## src/hdl/bsy_pkg.sv

```systemverilog
// ----------------------------------------------------------------------------
// bsy_pkg
// Shared types, register codes and pixel arithmetic for the BGR scaler.
// ----------------------------------------------------------------------------
package bsy_pkg;

  localparam int DEF_MAX_SOURCE_WIDTH  = 320;
  localparam int DEF_MAX_SOURCE_HEIGHT = 240;
  localparam int DEF_MAX_TARGET_SIZE   = 2048;

  localparam int LOAD_W    = 17;
  localparam int DIV_NUM_W = 24;
  localparam int DIV_DEN_W = 13;
  localparam int APB_AW    = 5;

  localparam logic OP_LOAD = 1'b0;
  localparam logic OP_EMIT = 1'b1;

  localparam logic [2:0] REG_SOURCE_WIDTH  = 3'd0;
  localparam logic [2:0] REG_SOURCE_HEIGHT = 3'd1;
  localparam logic [2:0] REG_TARGET_WIDTH  = 3'd2;
  localparam logic [2:0] REG_TARGET_HEIGHT = 3'd3;
  localparam logic [2:0] REG_FLIP_H        = 3'd4;
  localparam logic [2:0] REG_FLIP_V        = 3'd5;

  localparam logic [7:0] BLACK_LEVEL = 8'h10;

  typedef struct packed {
    logic       opcode;
    logic [7:0] blue;
    logic [7:0] green;
    logic [7:0] red;
  } in_t;

  typedef struct packed {
    logic [7:0] luma;
    logic [7:0] chroma;
    logic       row_end;
    logic       frame_end;
    logic       geometry_ok;
  } out_t;

  typedef struct packed {
    logic                 start;
    logic [DIV_NUM_W-1:0] num;
    logic [DIV_DEN_W-1:0] den;
  } div_req_t;

  typedef struct packed {
    logic                 done;
    logic [DIV_NUM_W-1:0] quot;
  } div_rsp_t;

  typedef struct packed {
    logic [7:0] y;
    logic [7:0] u;
    logic [7:0] v;
  } yuv_t;

  function automatic logic [7:0] clip8(int val, int lo, int hi);
    int c;
    c = (val < lo) ? lo : ((val > hi) ? hi : val);
    return 8'(c);
  endfunction

  function automatic yuv_t convert(logic [23:0] bgr);
    int b;
    int g;
    int r;
    yuv_t o;
    b = int'(bgr[7:0]);
    g = int'(bgr[15:8]);
    r = int'(bgr[23:16]);
    o.y = clip8(((66 * r + 129 * g + 25 * b + 128) >>> 8) + 16, 16, 235);
    o.u = clip8((-38 * r - 74 * g + 112 * b + 128 + 32768) >>> 8, 16, 240);
    o.v = clip8((112 * r - 94 * g - 18 * b + 128 + 32768) >>> 8, 16, 240);
    return o;
  endfunction

  function automatic logic [8:0] pick(logic [DIV_NUM_W-1:0] q, logic [8:0] size,
                                      logic mirror);
    logic [8:0] s;
    s = (q >= DIV_NUM_W'(size)) ? size - 9'd1 : q[8:0];
    if (mirror) begin
      s = size - 9'd1 - s;
    end
    return s;
  endfunction

endpackage

```

## src/hdl/bsy_div.sv

```systemverilog
// ----------------------------------------------------------------------------
// bsy_div
// Restoring divider, one quotient bit per cycle.
// ----------------------------------------------------------------------------
module bsy_div (
  input  logic              clk,
  input  logic              rst,
  input  bsy_pkg::div_req_t req,
  output bsy_pkg::div_rsp_t rsp
);

  localparam int NW = bsy_pkg::DIV_NUM_W;
  localparam int DW = bsy_pkg::DIV_DEN_W;
  localparam int CW = $clog2(NW + 1);

  logic [NW-1:0] num_sh;
  logic [DW-1:0] den;
  logic [DW-1:0] rem;
  logic [CW-1:0] cnt;
  logic          busy;
  logic          done;
  logic [DW:0]   rem_sh;
  logic          fits;

  assign rem_sh = {rem, num_sh[NW-1]};
  assign fits   = rem_sh >= {1'b0, den};

  always_ff @(posedge clk) begin
    if (rst) begin
      busy <= 1'b0;
      done <= 1'b0;
      cnt  <= '0;
    end else begin
      done <= 1'b0;
      if (req.start) begin
        num_sh <= req.num;
        den    <= req.den;
        rem    <= '0;
        cnt    <= CW'(NW);
        busy   <= 1'b1;
      end else if (busy) begin
        rem    <= fits ? DW'(rem_sh - {1'b0, den}) : DW'(rem_sh);
        num_sh <= {num_sh[NW-2:0], fits};
        cnt    <= cnt - CW'(1);
        if (cnt == CW'(1)) begin
          busy <= 1'b0;
          done <= 1'b1;
        end
      end
    end
  end

  assign rsp.done = done;
  assign rsp.quot = num_sh;

endmodule

```

## config.mk

```make
export PLATFORM = sky130hd
export DESIGN_NAME = bsy_div
export DESIGN_NICKNAME = d
export VERILOG_FILES = /design/src/hdl/bsy_pkg.sv /design/src/hdl/bsy_div.sv
export SDC_FILE = /design/constraint.sdc
export NUM_CORES = 1
export LEC_CHECK = 0
export BUFFER_PORTS_ARGS = -buffer_cell sky130_fd_sc_hd__buf_2
export CAP_MARGIN = 5
export CORE_MARGIN = 8
export CORE_UTILIZATION = 59
export DETAILED_ROUTE_END_ITERATION = 6
export PLACE_DENSITY = 0.85
export SLEW_MARGIN = 20
export SYNTH_ARGS = -nofsm -noshare
export SYNTH_HDL_FRONTEND = slang
export SYNTH_SLANG_ARGS = --single-unit
```

## constraint.sdc

```tcl
create_clock -name clk -period 6.4 [get_ports clk]
set_input_delay 0 -clock clk [delete_from_list [all_inputs] [get_ports clk]]
set_output_delay 0 -clock clk [all_outputs]
set_load 0.05 [all_outputs]
```

# Word-level counts from Yosys, hierarchy flattened
# Index checks and enable logic that the tools add are counted.
# Widths: inputs -> output; s select.
totals:
  regBits: 57
  out_inout_bits: 25
  elab_cells: 28
classes:
  addsub: 2
  order_cmp: 1
  eq_ne: 1
  muxes: 10
  bitwise_logic: 2
  reduce_logical: 5
ops:
  columns: ["operator", "count"]
  rows:
  - ["$mux 24", 2]
  - ["$mux 13", 2]
  - ["$ge 14x13->1", 1]
  - ["$sub 13x13->13", 1]
  - ["$mux 5", 2]
  - ["$eq 5x1->1 const B", 1]
  - ["$sub 5x1->5 const B", 1]
  - ["$mux 1", 4]
  - ["$reduce_and 2->1", 2]
  - ["$reduce_or 3->1", 1]
  - ["$not 1->1", 2]
  - ["$reduce_bool 2->1", 1]
  - ["$reduce_or 2->1", 1]

# Depth between registers and ports, before layout
# Gate-level depths: netlist (run 1).
depth:
  word_depth: 4
  mapped_depth: 10

# Worst setup path before layout (run 1)
# OpenSTA, ideal clock, no wires.
synth_path:
  path_kind: "flip-flop to flip-flop"
  from: "register num_sh[23]"
  to: "register rem[0] (data pin)"
  setup_ns: 0.272
  arrival_time_ns: 2.382
  slack_ns: 3.746
  path_stages_with_launch: 11
  path_cell_list: "edfxtp_1 > inv_1 > ha_1 > fa_1 > nand2b_1 > a21o_1 > and2_4 > a211o_1 > buf_2 > nand2_4 > a211oi_2"
synth_via:
  elab_chain_len: 3
  elab_cells_between_ends: 4
  classes_between: "1 x add/sub; 1 x order compare; 2 x mux"
synth_rtl:
  columns: ["item", "line", "rtl"]
  rows:
  - ["start: declaration", "bsy_div.sv:16", "logic [NW-1:0] num_sh;"]
  - ["start signal: assignment", "bsy_div.sv:36", "num_sh <= req.num;"]
  - ["start signal: assignment", "bsy_div.sv:43", "num_sh <= {num_sh[NW-2:0], fits};"]
  - ["$sub 13x13->13 or $ge 14x13->1 (tied branches)", "bsy_div.sv:42, bsy_div.sv:26", null]
  - ["$mux 13 (*)", "bsy_div.sv:42", "rem <= fits ? DW'(rem_sh - {1'b0, den}) : DW'(rem_sh);"]
  - ["$mux 13 (*)", "bsy_div.sv:41", "end else if (busy) begin"]
  - ["end signal: assignment", "bsy_div.sv:42", null]
  - ["end: declaration", "bsy_div.sv:18", "logic [DW-1:0] rem;"]
# Every way passes the cells marked *; elsewhere a longest branch is shown, timed or not. The select of a mux whose other input is x is not followed.
# A chain may end at the register's enable or synchronous reset.

# Worst setup path after layout (run 1)
layout_path:
  from: "register num_sh[23]"
  to: "register rem[6] (data pin)"
# Same word-level chain as after synthesis.

==> results.cfg, run 1 <==
[run_status]
status = finished clean

[floorplan]
fp.dieH_um = 87.6
fp.coreArea_mm2 = 0.00501
pin_count = 65
dieArea_mm2 = 0.00767
placementRows = 26
initial_core_util_pct = 60.3
fp.dieW_um = 87.6

[route]
final_antenna_net_count = 0
firstDrtPassIters = 4
wl_per_cell_um = 18.8
viasPerCell = 5.69
drt-total-wl_mm = 8.02
drc = 0
drt_iter0_markers = 158
vias = 2430

[layout]
register_area_mm2 = 0.00164
final_layout_size_suffix_gt1_share_pct = 30.6
multiInputGateArea_mm2 = 0.00126
area_growth_pct = 30.0
nets = 407
instances_no_fill = 427
n_fill_cell = 319

[yosys]
synth_edf_count = 50
syn-instance-count = 248
synth_fp_nets = 304
async_flop_share_pct = 0
synthesis.area_mm2 = 0.00302
yosysSeqAreaShare_pct = 54.3
ys_types = 49
synth-seq-cells = 57
syn_area_per_cell_um2 = 12.2
synthFlopType = edfxtp_1
ys_warn_count = 0

[placed_design]
dp_hpwl_mm = 4.74
placed_cells = 372
finalWeightedCongestion = 0.915
post-place-ws_ns = 3.71
portBuffers = 64

[worst_setup_path]
cp-end-kind = register
startpoint = num_sh[23]$_DFFE_PP_
critPathMaxFanout = 12
start_kind = register
worstSetupPathType = reg2reg
required_ns = 6.57
arrival_ns = 2.90
timing.reg2reg.setup_slack_ns = 3.67
r2r_start = num_sh[23]$_DFFE_PP_

[power]
pwr-share-clk_pct = 28.7
swShare_pct = 30.4
power_density_mw_per_mm2 = 256
leakagePower_nw = 1.59
p_sw_uw = 305
peakVddDrop_v = 0.000204
pwr-share-seq_pct = 45.6
share_comb_of_total_power_pct = 25.7
intPower_uw = 700

[min_path]
hp-class = in2reg
min_from = req[5]

[global_route]
grt_overflow = 0
grt_max_degree = 41
antenna_found_initial = 1
grt_use_total_pct = 22.5
grt_pass1_vias = 2655
grt_pass1_wl_mm = 12.9

[job]
cap_violations = 0

[clock_network]
cts_tree = built
cts_root_buf = clkbuf_8
postCtsSetupBuffers = 0
insertion_delay_ns = 0.34
clock_sinks = 57
clock_path_buffers = 2
cts_made_buffers = 9
path_clk_slew_ns = 0.07
htreeDepth = 3

[sta]
tns_ns = 0
fin_crit_sh_pct = 42.7
rsz0062_at_grt = no
maxSlewHeadroom_pct = 29.1
finClkSkew_ns = 0.0121
whs_ns = 0.385
worst_pin_slew_ns = 1.06
setup_viol = 0
finalHoldViolations = 0
fmax_mhz = 366
fin_crit_ns = 2.73
postLayoutSetupSlackWorst_ns = 3.67
final_max_slew_viol_count = 0
## what timing repair did
item	CTS	global route
gates resized for setup	0	0
hold endpoints to repair	42	0
hold buffers	38	0
## layer usage
layer	share of wire, %	GRT usage [%]	up-vias
met1	37	23.4	1137
met5	0	0	-
met3	9.3	8.16	34
li1	-	-	1134
met4	3.5	14.1	0
met2	51	38.1	125
## cell families (layout without fill, tap and decap cells)
group / after synthesis / count (layout) / share of synthesized area [%]
xor+xnor: 12 / 12 / 3.48
other cells: 0 / 1 / 0
mux: 25 / 25 / 9.28
compound gates: 51 / 51 / 11.8
fa+ha+maj: 16 / 16 / 6.87
flops: 57 / 57 / 54.3
simple gates: 58 / 58 / 10.1
buf+inv: 29 / 137 / 4.22
## stage by stage
step / utilization (%) / instance area (um2) / power (mW)
global route: 78.4 / 3930 / 1.05
global placement: 67.6 / 3380 / 0.688
floorplan: - / 3020 / 0.643
detailed placement: 67.6 / 3380 / 0.697
CTS: 78.4 / 3930 / 0.996
finish: 78.4 / 3930 / 1.01
## power by group through the flow
stage	Clock [mW]	Combinational [mW]	Sequential (mW)
floorplan	0	0.148	0.496
global placement	0	0.225	0.463
detailed placement	0	0.233	0.465
CTS	0.287	0.252	0.458
global route	0.306	0.282	0.461
finish	0.289	0.258	0.459
## layout make-up
type | instances | share of cell area (%)
Antenna cell | 1 | 0.0637
Clock buffer | 15 | 3.98
Clock inverter | 1 | 0.127
Inverter | 18 | 1.72
Multi-Input combinational cell | 162 | 32.1
Sequential cell | 57 | 41.8
Tap cell | 70 | 2.23
Timing Repair Buffer | 103 | 18.0
## worst max-delay path, cell delays in order (launching register included)
cell      delay, ns
edfxtp_1       0.37
inv_1          0.06
ha_1           0.22
fa_1           0.41
nand2b_1       0.18
a21o_1         0.20
and2_4         0.16
a211oi_4       0.54
o21ai_0        0.22
a21oi_1        0.21
## Yosys cell counts, types with 2 or more instances
library cell,n,share of area [%]
nor4b_1,2,0.58
nand2b_1,3,0.62
a21boi_0,2,0.50
o21ai_0,4,0.66
mux2_2,24,8.9
o21a_1,2,0.50
dfxtp_1,7,4.6
inv_1,18,2.2
clkbuf_1,2,0.25
o21ai_1,4,0.66
a31oi_1,2,0.41
a21oi_1,17,2.8
o22ai_1,3,0.62
nor2_1,15,1.9
or3_1,2,0.41
edfxtp_1,50,50
buf_1,3,0.37
ha_1,15,6.2
xor2_1,3,0.87
nand3_1,11,1.8
buf_2,3,0.50
a211oi_1,2,0.50
o211ai_1,2,0.50
nand2_1,7,0.87
a21o_1,2,0.50
nor3_1,8,1.3
xnor2_1,9,2.6
a211oi_2,3,1.2
buf_4,2,0.50
nand4_1,2,0.41
## registers in the layout (all words and copies together) (netlist names)
name    flops
den        13
busy        1
num_sh     24
rem        13
done        1
cnt         5
## worst paths after layout
kind,to,depth (start not counted)
setup / recovery,rem[6]$_SDFFCE_PP0P_,9
hold / removal,den[5]$_DFFE_PP_,2
setup reg to reg,rem[6]$_SDFFCE_PP0P_,9
hold reg to reg,cnt[1]$_SDFFE_PP0P_,2
## cells in the final DEF, fill, tap and decap left out, types with 5 or more instances in the layout
cell	instances
xnor2_1	9
dfxtp_1	7
nor2_1	14
inv_1	18
edfxtp_1	50
ha_1	15
nand2_1	7
buf_2	64
mux2_2	24
a21oi_1	17
dlygate4sd3_1	38
nor3_1	8
clkbuf_8	10
clkbuf_1	5
nand3_1	11
Note: power is estimated with default switching activity, not from simulation.
==> inputs of run 2 (changes only) <==
--- a/config.mk
+++ b/config.mk
@@ -8,9 +8,9 @@
 export BUFFER_PORTS_ARGS = -buffer_cell sky130_fd_sc_hd__buf_2
 export CAP_MARGIN = 5
 export CORE_MARGIN = 8
-export CORE_UTILIZATION = 59
+export CORE_UTILIZATION = 54
 export DETAILED_ROUTE_END_ITERATION = 6
-export PLACE_DENSITY = 0.85
+export PLACE_DENSITY = 0.79
 export SLEW_MARGIN = 20
 export SYNTH_ARGS = -nofsm -noshare
 export SYNTH_HDL_FRONTEND = slang
==> constraint.sdc (replaced) <==
create_clock -name clk -period 2.76 [get_ports clk]
set_input_delay 0 -clock clk [delete_from_list [all_inputs] [get_ports clk]]
set_output_delay 0 -clock clk [all_outputs]
set_load 0.05 [all_outputs]
==> run 2 against run 1 <==
  * Clock skew shrank 0.0020 ns
  * Highest routed layer unchanged
  * Final area grew 1.8%
  * Largest cell class unchanged
  * Hold slack worse by 0.22 ns
  * Combinational power grew 140%
  * Critical endpoint is now rem[12]$_SDFFCE_PP0P_
  * Count of clock-buffer cells in the layout shrank 3
==> results.cfg, run 2 (synthesized netlist as in run 1, its figures left out) <==
[min_path]
whs_path_depth = 2
min_from = req[37]
min_to = cnt[2]$_SDFFE_PP0P_
hp-class = in2reg

[layout]
biggestRegsByFlops = num_sh: 24 flops, den: 13 flops, rem: 13 flops
final_layout_size_suffix_gt1_share_pct = 32.3
largest_register_ff_count = 24
diodes = 0
regMostFlops = num_sh
area_growth_pct = 32.4
nets = 413
final_common_cell = buf_2
final_cell_mix = buf_2 (64), edfxtp_1 (50), dlygate4sd3_1 (38)

[floorplan]
placementRows = 27
dieArea_mm2 = 0.00825
initial_core_util_pct = 55.2
fp.coreArea_mm2 = 0.00547
fp.dieH_um = 90.8
pin_count = 65
fp.dieW_um = 90.8

[route]
viasPerCell = 5.60
firstDrtPassIters = 4
wl_per_cell_um = 18.3
final_antenna_net_count = 0
drt-total-wl_mm = 7.94
drc = 0
vias = 2431
drt_iter0_markers = 239

[worst_setup_path]
required_ns = 2.94
critical_path_depth = 10
critical_path.top_delay_family = compound AO/OA/AOI/OAI gates
worstSetupPathType = reg2reg
cp-end-kind = register
start_kind = register
arrival_ns = 2.71
worstPathCellList = inv_1, ha_1, fa_1, nand2b_1, a21o_1, and2_4, a211oi_4, buf_4, o211ai_1, a31oi_1
timing.reg2reg.setup_slack_ns = 0.23
reg2regPathDepth = 10
slowest_delay_ns = 0.40
r2r-end = rem[12]$_SDFFCE_PP0P_
crit_slowest_cell = fa_1
r2r_start = num_sh[23]$_DFFE_PP_
path_buf_inv = 2
critPathMaxFanout = 5

[global_route]
grt_overflow = 0
grt_max_degree = 24
grt_pass1_vias = 2605
grt_pass1_wl_mm = 13.4
antenna_found_initial = 0
grt_use_total_pct = 20.6

[sta]
fin_crit_sh_pct = 91.8
worst_pin_slew_ns = 0.753
finClkSkew_ns = 0.0101
whs_ns = 0.160
tns_ns = 0
rsz0062_at_grt = no
setup_viol = 0
maxSlewHeadroom_pct = 49.6
fin_crit_ns = 2.53
final_max_slew_viol_count = 0
fmax_mhz = 394
finalHoldViolations = 0

[placed_design]
dp_hpwl_mm = 4.74
finalWeightedCongestion = 0.872
portBuffers = 64

[clock_network]
cts_resized = 0
clock_sinks = 57
insertion_delay_ns = 0.34
cts_made_buffers = 9
cts_tree = built
htreeDepth = 3
path_clk_slew_ns = 0.07
cts_root_buf = clkbuf_8
clock_path_buffers = 2

[job]
cap_violations = 0

[power]
leakagePower_nw = 1.63
peakVddDrop_v = 0.000409
power_density_mw_per_mm2 = 610

[run_status]
status = finished clean
## run 2: changes by cell type in the layout (fill, tap and decap cells not counted)
cell	before	now
diode_2	1	0
buf_4	1	7
clkinv_1	0	1
bufinv_16	0	1
clkinv_2	1	2
clkbuf_1	5	2
## run 2: area by class of cell
class	count	area [um2]
flip-flops and latches	57	1640
fillers	379	1470
multi-input cells	162	1260
repair buffers	109	753
clock buffers	12	145
well taps	72	90.1
inverters	18	67.6
clock inverters	4	43.8
## run 2: what timing repair did
action,CTS,global route
hold endpoints to repair,43,0
hold buffers,38,0
setup endpoints to repair,0,0
buffers inserted,0,0
## run 2: through the flow
| step | power (mW) | cell area (um2) | setup WS (ns) | utilization, % | std cells |
|---|---|---|---|---|---|
| after CTS | 2.41 | 4000 | 0.231 | 73.1 | 434 |
| after global routing | 2.55 | 4000 | 0.0489 | 73.1 | 434 |
| after global placement | 1.61 | 3430 | 0.354 | 62.7 | 380 |
| after floorplan | 1.49 | 3020 | 0.106 | - | 248 |
| after detailed placement | 1.62 | 3430 | 0.257 | 62.7 | 380 |
| final | 2.44 | 4000 | 0.225 | 73.1 | 434 |
## run 2: report_power, final
part	internal (mW)	leakage, nW	switching, mW	total [mW]
clock network	0.436	0.0978	0.334	0.770
registers	1.02	0.535	0.0380	1.06
logic	0.255	1.00	0.356	0.611
## run 2: per-layer routing
metal | vias up | global-route usage, % | share of wire (%)
met5 | - | 0 | 0
met4 | 0 | 10.9 | 3.2
met3 | 24 | 6.23 | 7.8
met2 | 98 | 34.8 | 49
met1 | 1164 | 22.8 | 40
li1 | 1145 | - | -
## run 2: worst max path at each step
stage                               startpoint               endpoint  slack, ns
after floorplan           num_sh[23]$_DFFE_PP_   rem[0]$_SDFFCE_PP0P_       0.11
after global placement    num_sh[23]$_DFFE_PP_   rem[9]$_SDFFCE_PP0P_       0.35
after detailed placement  num_sh[23]$_DFFE_PP_  rem[12]$_SDFFCE_PP0P_       0.26
after CTS                 num_sh[23]$_DFFE_PP_  rem[12]$_SDFFCE_PP0P_       0.23
after global routing      num_sh[23]$_DFFE_PP_  rem[12]$_SDFFCE_PP0P_       0.05
final                     num_sh[23]$_DFFE_PP_  rem[12]$_SDFFCE_PP0P_       0.23
==> inputs of run 3 (changes only) <==
--- a/config.mk
+++ b/config.mk
@@ -5,12 +5,13 @@
 export SDC_FILE = /design/constraint.sdc
 export NUM_CORES = 1
 export LEC_CHECK = 0
+export ABC_AREA = 1
 export BUFFER_PORTS_ARGS = -buffer_cell sky130_fd_sc_hd__buf_2
 export CAP_MARGIN = 5
 export CORE_MARGIN = 8
-export CORE_UTILIZATION = 54
+export CORE_UTILIZATION = 56
 export DETAILED_ROUTE_END_ITERATION = 6
-export PLACE_DENSITY = 0.79
+export PLACE_DENSITY = 0.81
 export SLEW_MARGIN = 20
 export SYNTH_ARGS = -nofsm -noshare
 export SYNTH_HDL_FRONTEND = slang
==> run 3 against run 2 <==
  * Wire length grew 17%
  * Worst setup slack improved by 0.28 ns
  * Via count increased by 29%
  * Sequential power is 4% higher
  * Maximum frequency is 13% higher
  * Critical path depth up 1
  * Combinational power increased by 43%
  * Synthesized cell count increased by 67%
  * Power increased by 15%
  * Final area is 9.4% higher
==> results.cfg, run 3 <==
[worst_setup_path]
worstSetupPathType = reg2reg
path_buf_inv = 3
worstPathCellList = inv_1, ha_1, fa_1, inv_1, nand2_1, nand3_2, nand2_4, nand3_4, inv_2, nor2_1, nor2_1
critPathMaxFanout = 12
cp-end-kind = register
crit_slowest_cell = fa_1
required_ns = 2.85
start_kind = register
arrival_ns = 2.34
critical_path.top_delay_family = simple AND/OR/NAND/NOR gates
slowest_delay_ns = 0.41

[min_path]
hp-class = in2reg

[route]
viasPerCell = 5.22
firstDrtPassIters = 5
drt-total-wl_mm = 9.32
wl_per_cell_um = 15.5
drc = 0
final_antenna_net_count = 0
drt_iter0_markers = 279
vias = 3139

[layout]
final_cell_mix = nand2_1 (162), buf_2 (64), inv_1 (63)
utilization_pct = 74.8
fin_area_mm2 = 0.00438
final_common_cell = nand2_1
diodes = 0
nets = 577
area_growth_pct = 30.2
final_layout_size_suffix_gt1_share_pct = 22.1
biggestRegsByFlops = num_sh: 24 flops, den: 13 flops, rem: 13 flops
regMostFlops = num_sh
largest_register_ff_count = 24
instances_no_fill = 601

[global_route]
grt_use_total_pct = 22.4
grt_use_met1_pct = 24.1
grt_overflow = 0
busiest_layer = met2
grt_pass1_wl_mm = 15.2
grt_max_degree = 27
grt_util_met3_pct = 8.17
grt_pass1_vias = 3269
antenna_found_initial = 0
met2_usage_pct = 38.2

[yosys]
ys_types = 32
synthesis.area_mm2 = 0.00336
synth_fp_nets = 469
synth_top_area_share_pct = 44.7
syn_area_per_cell_um2 = 8.14
synth-seq-cells = 57
synth_most_common_cell = nand2_1
synth_edf_count = 50
synthFlopType = edfxtp_1
async_flop_share_pct = 0
ys_warn_count = 0
synth_common_cells = nand2_1 (162), inv_1 (63), edfxtp_1 (50)
syn-instance-count = 413
synthTopCellsByArea = edfxtp_1 (45%), nand2_1 (18%), inv_1 (7.0%)
yosysTopAreaCell = edfxtp_1
yosysSeqAreaShare_pct = 48.8

[sta]
postLayoutSetupSlackWorst_ns = 0.510
finalHoldViolations = 0
maxSlewHeadroom_pct = 65.4
finClkSkew_ns = 0.00807
fin_crit_sh_pct = 81.5
fin_crit_ns = 2.25
final_max_slew_viol_count = 0
fmax_mhz = 444
tns_ns = 0
whs_ns = 0.227
worst_pin_slew_ns = 0.517
rsz0062_at_grt = no
setup_viol = 0

[placed_design]
placed_cells = 547
portBuffers = 64
finalWeightedCongestion = 0.918
post-place-ws_ns = 0.601
dp_hpwl_mm = 5.83
place_area_mm2 = 0.00378

[clock_network]
clock_sinks = 57
path_clk_slew_ns = 0.06
htreeDepth = 3
cts_made_buffers = 9
cts_root_buf = clkbuf_8
clock_path_buffers = 2
insertion_delay_ns = 0.34
cts_resized = 0
cts_tree = built

[floorplan]
initial_core_util_pct = 57.5
fp.dieW_um = 93.5
fp.dieH_um = 93.5
pin_count = 65
fp.coreArea_mm2 = 0.00585
placementRows = 28
dieArea_mm2 = 0.00874

[power]
leakagePower_nw = 2.25
peakVddDrop_v = 0.000454
p_total_mw = 2.82
power_density_mw_per_mm2 = 644

[run_status]
status = finished clean

[job]
cap_violations = 0
run 3: cell count changes in the layout (fill, tap and decap cells not counted), sizes merged, moves of 5 or more:
cell / change
nand2: +164
o21ai: -7
xnor2: -7
nor3: -7
nand3: +8
a211oi: -5
mux2: -24
nor2: +29
inv: +50
nand4: +9
a21oi: -13
run 3: report_power, final:
group | switching (mW) | leakage [nW] | internal [mW]
Combinational | 0.580 | 1.59 | 0.296
Clock | 0.328 | 0.113 | 0.515
Sequential | 0.0503 | 0.542 | 1.05
run 3: worst reg2reg max path: cells and delay by family, from the launching register on:
| family | cells | cell delay, ns |
|---|---|---|
| fa+ha+maj | 2 | 0.63 |
| flops | 1 | 0.36 |
| simple gates | 6 | 0.69 |
| buf+inv | 3 | 0.32 |
run 3: repair_timing:
action	CTS	global route
buffers inserted	0	0
endpoints found under the setup margin	0	0
endpoints found under the hold margin	39	0
hold buffers	38	0
run 3: cell families after synthesis:
group,Yosys count,share of synthesized area [%]
AOI/OAI and AO/OA,9,1.90
and+or+nand+nor,249,32.7
adders and majority gates,16,6.18
xor gates and xnor gates,5,1.30
buffers and inverters,77,9.12
DFF,57,48.8
run 3: cell type report:
class	instances	area (um2)
Sequential cell	57	1640
Fill cell	358	1470
Multi-Input combinational cell	279	1430
Timing Repair Buffer	106	743
Inverter	68	255
Clock buffer	14	183
Tap cell	75	93.8
Clock inverter	2	35.0
run 3: final timing paths:
kind / start / to / cells past startpoint / slack [ns]
setup / recovery: num_sh[23]$_DFFE_PP_ / rem[10]$_SDFFCE_PP0P_ / 11 / 0.51
hold / removal: req[37] / done$_SDFF_PP0_ / 2 / 0.23
setup reg to reg: num_sh[23]$_DFFE_PP_ / rem[10]$_SDFFCE_PP0P_ / 11 / 0.51
hold reg to reg: cnt[4]$_SDFFE_PP0N_ / cnt[4]$_SDFFE_PP0N_ / 2 / 0.49
run 3: per-layer routing:
| layer | vias to the layer above | wire [um] |
|---|---|---|
| met1 | 1402 | 3610 |
| li1 | 1511 | - |
| met5 | - | 0 |
| met2 | 194 | 4450 |
| met3 | 32 | 959 |
| met4 | 0 | 291 |
